$ cat src/rtl/core/gtg_pkg.sv
`timescale 1ns / 1ps
// ---------------------------------------------------------------------------
// gtg_pkg
// Shared types and constants for the go-to-goal steering pipeline.
// ---------------------------------------------------------------------------
package gtg_pkg;

	localparam int CordicStages = 16;
	localparam int SqrtSteps = 17;
	localparam int Depth = (CordicStages > SqrtSteps) ? CordicStages : SqrtSteps;

	localparam logic signed [33:0] PiQ30 = 34'sd3373259426;
	localparam logic signed [16:0] PiQ12 = 17'sd12868;
	localparam logic signed [16:0] TwoPiQ12 = 17'sd25736;
	localparam logic [18:0] LinMax = 19'd278528;
	localparam logic signed [16:0] AngMax = 17'sd51472;

	localparam logic [2:0] REG_TOL = 3'd0;
	localparam logic [2:0] REG_CAP = 3'd1;
	localparam logic [2:0] REG_TGAIN = 3'd2;
	localparam logic [2:0] REG_SGAIN = 3'd3;
	localparam logic [2:0] REG_AGAIN = 3'd4;

	function automatic logic signed [33:0] atan_q30(input int i);
		case (i)
			0: atan_q30 = 34'sd843314857;
			1: atan_q30 = 34'sd497837829;
			2: atan_q30 = 34'sd263043837;
			3: atan_q30 = 34'sd133525159;
			4: atan_q30 = 34'sd67021687;
			5: atan_q30 = 34'sd33543516;
			6: atan_q30 = 34'sd16775851;
			7: atan_q30 = 34'sd8388437;
			8: atan_q30 = 34'sd4194283;
			9: atan_q30 = 34'sd2097149;
			10: atan_q30 = 34'sd1048576;
			11: atan_q30 = 34'sd524288;
			12: atan_q30 = 34'sd262144;
			13: atan_q30 = 34'sd131072;
			14: atan_q30 = 34'sd65536;
			15: atan_q30 = 34'sd32768;
			16: atan_q30 = 34'sd16384;
			17: atan_q30 = 34'sd8192;
			18: atan_q30 = 34'sd4096;
			19: atan_q30 = 34'sd2048;
			20: atan_q30 = 34'sd1024;
			21: atan_q30 = 34'sd512;
			22: atan_q30 = 34'sd256;
			23: atan_q30 = 34'sd128;
			default: atan_q30 = 34'sd0;
		endcase
	endfunction

	// One item as it travels down the row of cells.
	typedef struct packed {
		logic signed [30:0] x;
		logic signed [30:0] y;
		logic signed [33:0] z;
		logic [33:0] rem;
		logic [16:0] root;
		logic [33:0] sq;
		logic signed [14:0] hd;
	} cell_t;

endpackage

$ cat src/rtl/core/gtg_cell.sv
`timescale 1ns / 1ps
// ---------------------------------------------------------------------------
// gtg_cell
// One step of the row: one square-root digit, and in the first 16 cells one CORDIC micro-rotation.
// ---------------------------------------------------------------------------
module gtg_cell (
	input  logic                 clk,
	input  logic                 arst_n,
	input  logic                 en,
	input  logic [4:0]           idx,
	input  logic                 v_in,
	input  gtg_pkg::cell_t       d_in,
	output logic                 v_out,
	output gtg_pkg::cell_t       d_out
);

	gtg_pkg::cell_t nx;
	logic [4:0] sh;
	logic [5:0] rb;
	logic [33:0] trial;

	always_comb begin
		nx = d_in;
		sh = idx;
		if (32'(idx) < gtg_pkg::CordicStages) begin
			if (d_in.y >= 0) begin
				nx.x = d_in.x + (d_in.y >>> sh);
				nx.y = d_in.y - (d_in.x >>> sh);
				nx.z = d_in.z + gtg_pkg::atan_q30(32'(idx));
			end else begin
				nx.x = d_in.x - (d_in.y >>> sh);
				nx.y = d_in.y + (d_in.x >>> sh);
				nx.z = d_in.z - gtg_pkg::atan_q30(32'(idx));
			end
		end
		// restoring sqrt: bring in two bits of sq per cell, MSB first
		trial = 34'd0;
		rb = 6'd0;
		if (32'(idx) < gtg_pkg::SqrtSteps) begin
			rb = 6'(2 * (gtg_pkg::SqrtSteps - 1 - 32'(idx)));
			nx.rem = {d_in.rem[31:0], 2'(d_in.sq >> rb)};
			trial = {15'd0, d_in.root, 2'b01};
			nx.root = {d_in.root[15:0], 1'b0};
			if (nx.rem >= trial) begin
				nx.rem = nx.rem - trial;
				nx.root[0] = 1'b1;
			end
		end
	end

	always_ff @(posedge clk or negedge arst_n) begin
		if (!arst_n) begin
			v_out <= 1'b0;
		end else if (en) begin
			v_out <= v_in;
		end
	end

	always_ff @(posedge clk) begin
		if (en) begin
			d_out <= nx;
		end
	end

endmodule
$ cat config.mk
export PLATFORM = sky130hd
export DESIGN_NAME = gtg_cell
export DESIGN_NICKNAME = d
export VERILOG_FILES = /design/src/rtl/core/gtg_pkg.sv /design/src/rtl/core/gtg_cell.sv
export SDC_FILE = /design/constraint.sdc
export NUM_CORES = 1
export LEC_CHECK = 0
export BUFFER_PORTS_ARGS = -buffer_cell sky130_fd_sc_hd__buf_4
export CORE_MARGIN = 1
export CORE_UTILIZATION = 30
export CTS_CLUSTER_DIAMETER = 100
export DETAILED_ROUTE_END_ITERATION = 7
export GPL_TIMING_DRIVEN = 0
export PLACE_DENSITY_LB_ADDON = 0.08
export SKIP_LAST_GASP = 1
export SYNTH_ARGS = -nofsm -noshare
export SYNTH_HDL_FRONTEND = slang
export SYNTH_SLANG_ARGS = --single-unit
$ cat constraint.sdc
create_clock -name clk -period 1 [get_ports clk]
set_clock_uncertainty 0.1 [all_clocks]
set_input_delay 0.2 -clock clk [delete_from_list [all_inputs] [get_ports clk]]
set_output_delay 0.2 -clock clk [all_outputs]
set_load 0.02 [all_outputs]
* Word level (Yosys, flattened, before mapping)
Memories as Yosys holds them, arrays and structs flattened.
Cells that the tools add are included.
** Storage, ports and cells
- Register bits after elaboration :: 197
- ROM bits :: 1920
- Word-level logic and storage cells :: 34
- Memories kept :: 2
** Cells by class
- Add/subtract/negate cells :: 8
- Magnitude comparators :: 4
- Shift-type cells :: 3
- Muxes and demuxes :: 9
** Memories
- (name not given) :: depth 32, bits a word 30, read ports 1, clocked after Yosys merged registers in 0, wr ports 0, RTL line gtg_pkg.sv:25 : case (i)
- (name not given) :: depth 32, bits a word 30, read ports 1, clocked after Yosys merged registers in 0, wr ports 0, RTL line gtg_pkg.sv:25
** Operators with widths (number)
- 2-to-1 mux 96 bit :: 2
- 2-to-1 mux 34 bit :: 5
- adder 31 bit :: 2
- >>> shifter 31 x 5 -> 31 bit :: 2
- subtractor 31 bit :: 2
- 2-to-1 mux 51 bit :: 1
- adder 34 bit :: 1
- greater-or-equal comparator 34 x 19 -> 1 bit :: 1
- >> shifter 34 x 6 -> 2 bit :: 1
- subtractor 34 x 19 -> 34 bit :: 1
- subtractor 34 bit :: 1
- greater-or-equal comparator 31 x 1 -> 1 bit, second input constant :: 1
- less-than comparator 5 bit, second input constant :: 2
- subtractor 5 bit, first input constant :: 1
- 2-to-1 mux 1 bit :: 1

* Logic depth before layout (Yosys ltp)
- Word-level depth :: 6
- Gate-level depth with buffers :: 30
- Depth with buffers taken out :: 23

* Worst setup path before layout
OpenSTA, ideal clock, no wires.
- Path kind :: input to register
- Start :: in idx[1]
- End :: reg d_out[133] in the netlist's numbering, data pin
- Library setup time :: 264 ps
- Arrival time :: 5696 ps
- Setup slack :: -5060 ps
- Cell stages on the path :: 30
- Path buffers :: 7
- Cells stage by stage :: buf_4 > buf_4 > buf_6 > buf_2 > buf_6 > inv_1 > ha_1 > clkbuf_1 > mux2i_1 > nor2_1 > o21ai_0 > ha_1 > nand2_1 > or4_1 > inv_1 > nand4_1 > o21a_1 > clkbuf_1 > xnor2_1 > ha_1 > a21o_1 > a21o_1 > a21oi_1 > o21ba_2 > o21ai_0 > or4b_2 > a21oi_1 > a21oi_1 > a31oi_1 > xor2_1
** RTL lines
- from (decl) :: RTL line gtg_cell.sv:10 : input logic [4:0] idx,
- to (signal assigned) :: RTL line gtg_cell.sv:61 : d_out <= nx;
- to (decl) :: RTL line gtg_cell.sv:14 : output gtg_pkg::cell_t d_out

==> out/qor_table.md <==
| Parameter | Reported |
|---|---|
| Result of the run | finished, violations left |
| Violated checks | negative setup slack |
| Cell repeated most along the worst path | sky130_fd_sc_hd__buf_12 |
| Clock sinks | 197 |
| Worst Tran Pin Value | 1.24 ns |
| Net count after synthesis | 2637 |
| Antenna violations before repair | 2 |
| Post-synthesis sequential area ratio | 28.2% |
| Detailed-route vias per instance | 5.51 |
| Layout cell share with drive strength beyond 1 | 40.1% |
| Reg power frac | 25.3% |
| Clock tree from TritonCTS | yes |
| GP Congestion | 0.977 |
| Pin count of the biggest net entering global routing | 116 |
| Overall die width | 266 um |
| Bufs and invs on worst path | 7 |
| WHS Endpoint | d_out[156] |
| Instance count after placement with tap cells included | 3632 |
| Period utilization | 556% |
| Number of CTS-inserted buffers | 17 |
| Cell type group with the largest total delay on the critical path | simple AND/OR/NAND/NOR gates |
| Max VDD drop | 0.00114 V |
| Number of nets with antenna violations after routing | 0 |
| Maximum capacitance violations | 0 |
| Worst relative slew slack | 17.4% |
| Slack of the critical path | -4.56 ns |
| Design internal power | 25.2 mW |
| CTS H-Tree Depth | 4 |
| Endpoint of the worst-slack reg-to-reg timing path | v_out |
| WP data arrival | 5.71 ns |
| Kind of critical path | primary input to register |
| Core footprint | 68800 um^2 |
| Cell at the slowest stage of the critical path | sky130_fd_sc_hd__mux4_2 |
| Library cell occupying the most area in the post-synthesis netlist | sky130_fd_sc_hd__edfxtp_1 |
| Final Net Count | 3472 |
| Global-route wire length before repair | 151000 um |
| Combined global-route utilization of all metal layers | 29.0% |
| FF+latch count, synth | 197 |
| Area of the mapped netlist | 20900 um^2 |
| Critical path capture point type | register |
| Initial core utilization | 30.4% |
| Top post-synthesis cells by area | sky130_fd_sc_hd__edfxtp_1, sky130_fd_sc_hd__ha_1, sky130_fd_sc_hd__mux4_2 |
| Share of the synthesized area in the top cell type | 28.1% |
| Final-layout worst hold slack | 0.0281 ns |
| Cells after synthesis | 2302 |
| CTS root buf | sky130_fd_sc_hd__clkbuf_16 |
| Portion of total power attributed to combinational logic | 56.2% |
| Clock buffer depth | 2 |
| Count of different cell masters after synthesis | 107 |
| Clk Latency, worst-skew pair | 0.50 ns |
| Share of flip-flops with an asynchronous set or reset | 0.508% |
| Setup slack after placement | -6.39 ns |
| Final Hold Fails | 0 |
| Commonest cells in the synthesized netlist | sky130_fd_sc_hd__nand2_1, sky130_fd_sc_hd__o21ai_0, sky130_fd_sc_hd__edfxtp_1, sky130_fd_sc_hd__a21oi_1, sky130_fd_sc_hd__nor2_1 |
| Top Ports | 402 |
| Non-filler cells, final | 4082 |
| Maximum frequency from static timing analysis | 0.180 GHz |
| Min-delay src | d_in[156] |
| Count of endpoints failing setup in the final report | 459 |
| Vias in the first global route | 22470 |
| Total of warnings raised by yosys | 0 |
| Unrepaired setup endpoints after global routing | true |
| Startpoint types | primary input |
| CP Data Required Time | 1.15 ns |
| Mean routed wirelength per cell | 25.8 um |
| Synthesized area divided by synthesized cell count | 9.09 um^2 |
| Part of the power in the clock network | 18.5% |
| Delay of the slowest critical-path stage | 0.55 ns |
| Fraction of power spent switching nets | 40.9% |
| Standby leakage power | 13.3 nW |
| Total design power | 42.7 mW |
| Port-buffer cells | 397 |
| DP Wirelength | 78700 um |
| Remaining DRCs | 0 |
| Die Y | 266 um |
| Register-to-register path setup slack | 0.15 ns |
| Power density over the cells | 1300 nW/um^2 |
| Drt first-iter violations | 1634 |
| Sw Pwr | 17.5 mW |
| Startpoint of the most critical register-to-register path | v_out |
| Cell depth of the worst flop-to-flop path | 1 |
| Area added between synthesis and finish | 56.5% |
| Most common cell in the synthesized netlist | sky130_fd_sc_hd__nand2_1 |
| Std-Cell Rows | 96 |
| Largest fanout on the critical path | 8 |
| Vias post-DR | 22491 |
| First-pass detailed-route iteration total | 5 |
| Min-delay worst type | primary input to register |
| Slew Viols, Final | 0 |
| Min Clock Period, post-route | 5.56 ns |
| Overall routed net length | 105000 um |
| Most used DFF post-synth | sky130_fd_sc_hd__edfxtp_1 |
| EDFF count, synth | 196 |
| Overflow after GRT | 0 |
| Area of the die | 70800 um^2 |
| Register clock-pin slew on the reported worst setup and hold paths | 0.09 ns |
| Number of stages on the worst hold path | 3 |
## kinds of logic (layout without fill, tap and decap cells)
group                      count (synthesis)  after routing  share of synthesized area (%)
and+or+nand+nor                          711            711                           16.2
AOI/OAI and AO/OA                        707            707                           21.7
buffers and inverters                    205           1053                           5.14
DFF                                      197            197                           28.2
xor gates and xnor gates                 194            194                           8.12
muxes                                    158            158                           12.7
adders and majority gates                130            130                           7.88
other                                      0              1                              0
## cells in the final DEF, fill, tap and decap left out, drive strengths merged, types with 28 or more instances in the layout
cell type / instances
mux2: 39
nor2: 152
clkbuf: 68
o21ai: 237
inv: 81
a21oi: 167
nand2b: 38
edfxtp: 196
ha: 127
mux4: 75
nand3: 39
xor2: 84
mux2i: 44
nor3: 28
dlygate4sd3: 188
xnor2: 110
nand2: 295
buf: 706
a21o: 54
o31ai: 30
## sequential cells by signal (all words and copies together) (netlist names)
name and count:
d_out 196, v_out 1
## routing by layer
layer | vias to the layer above | part of all wire (%) | routed length (um) | GRT usage, %
met2 | 853 | 47 | 49800 | 48.1
met4 | 2 | 3.7 | 3890 | 10.3
met3 | 150 | 5.8 | 6100 | 4.52
li1 | 10344 | - | - | -
met5 | - | 0.010 | 11 | 0
met1 | 11142 | 43 | 45700 | 38.0
## final cells by class
cell class                      instances  area (um^2)
Clock buffer                           17          425
Timing Repair Buffer                  825         7000
Buffer                                121         1250
Multi-Input combinational cell       1900        16500
Antenna cell                            1         2.50
Fill cell                            6635        36100
Inverter                               75          305
Sequential cell                       197         5910
Tap cell                              931         1160
Clock inverter                         15          205
## through the flow
| step | instance area (um^2) | TNS, ns | utilization (%) |
|---|---|---|---|
| final | 32800 | -578.21 | 47.6 |
| after global routing | 32800 | -613.19 | 47.6 |
| after CTS | 31200 | -608.51 | 45.3 |
| after detailed placement | 25900 | -802.28 | 37.7 |
| after global placement | 25900 | -1039.83 | 37.6 |
| after floorplan | 21700 | -463.65 | - |
## worst max path at each step
stage | startpoint | endpoint | cells past startpoint | slack [ns]
global route | idx[0] | d_out[194] | 30 | -4.69
floorplan | idx[0] | d_out[164] | 26 | -4.42
finish | idx[0] | d_out[164] | 26 | -4.56
global placement | idx[1] | d_out[191] | 27 | -6.46
detailed placement | idx[1] | d_out[191] | 27 | -6.39
CTS | idx[0] | d_out[164] | 27 | -4.44
## timing repair
item / CTS / global route
setup buffers: 180 / 70
hold buffers: 187 / 0
pin swaps: 152 / 150
endpoints found under the setup margin: 459 / 459
hold endpoints to repair: 187 / 0
cloned: 2 / 1
resized for setup: 317 / 276
## power by group through the flow
stage	combinational, mW	clock [mW]	sequential [mW]
6_report	24.0	7.90	10.8
4_1_cts	22.0	8.16	10.8
5_1_grt	25.5	8.35	10.9
2_1_floorplan	10.5	0	12.4
3_3_place_gp	18.5	0	11.0
3_5_place_dp	18.6	0	11.0
No activity file was read; power rests on OpenSTA's default activity.
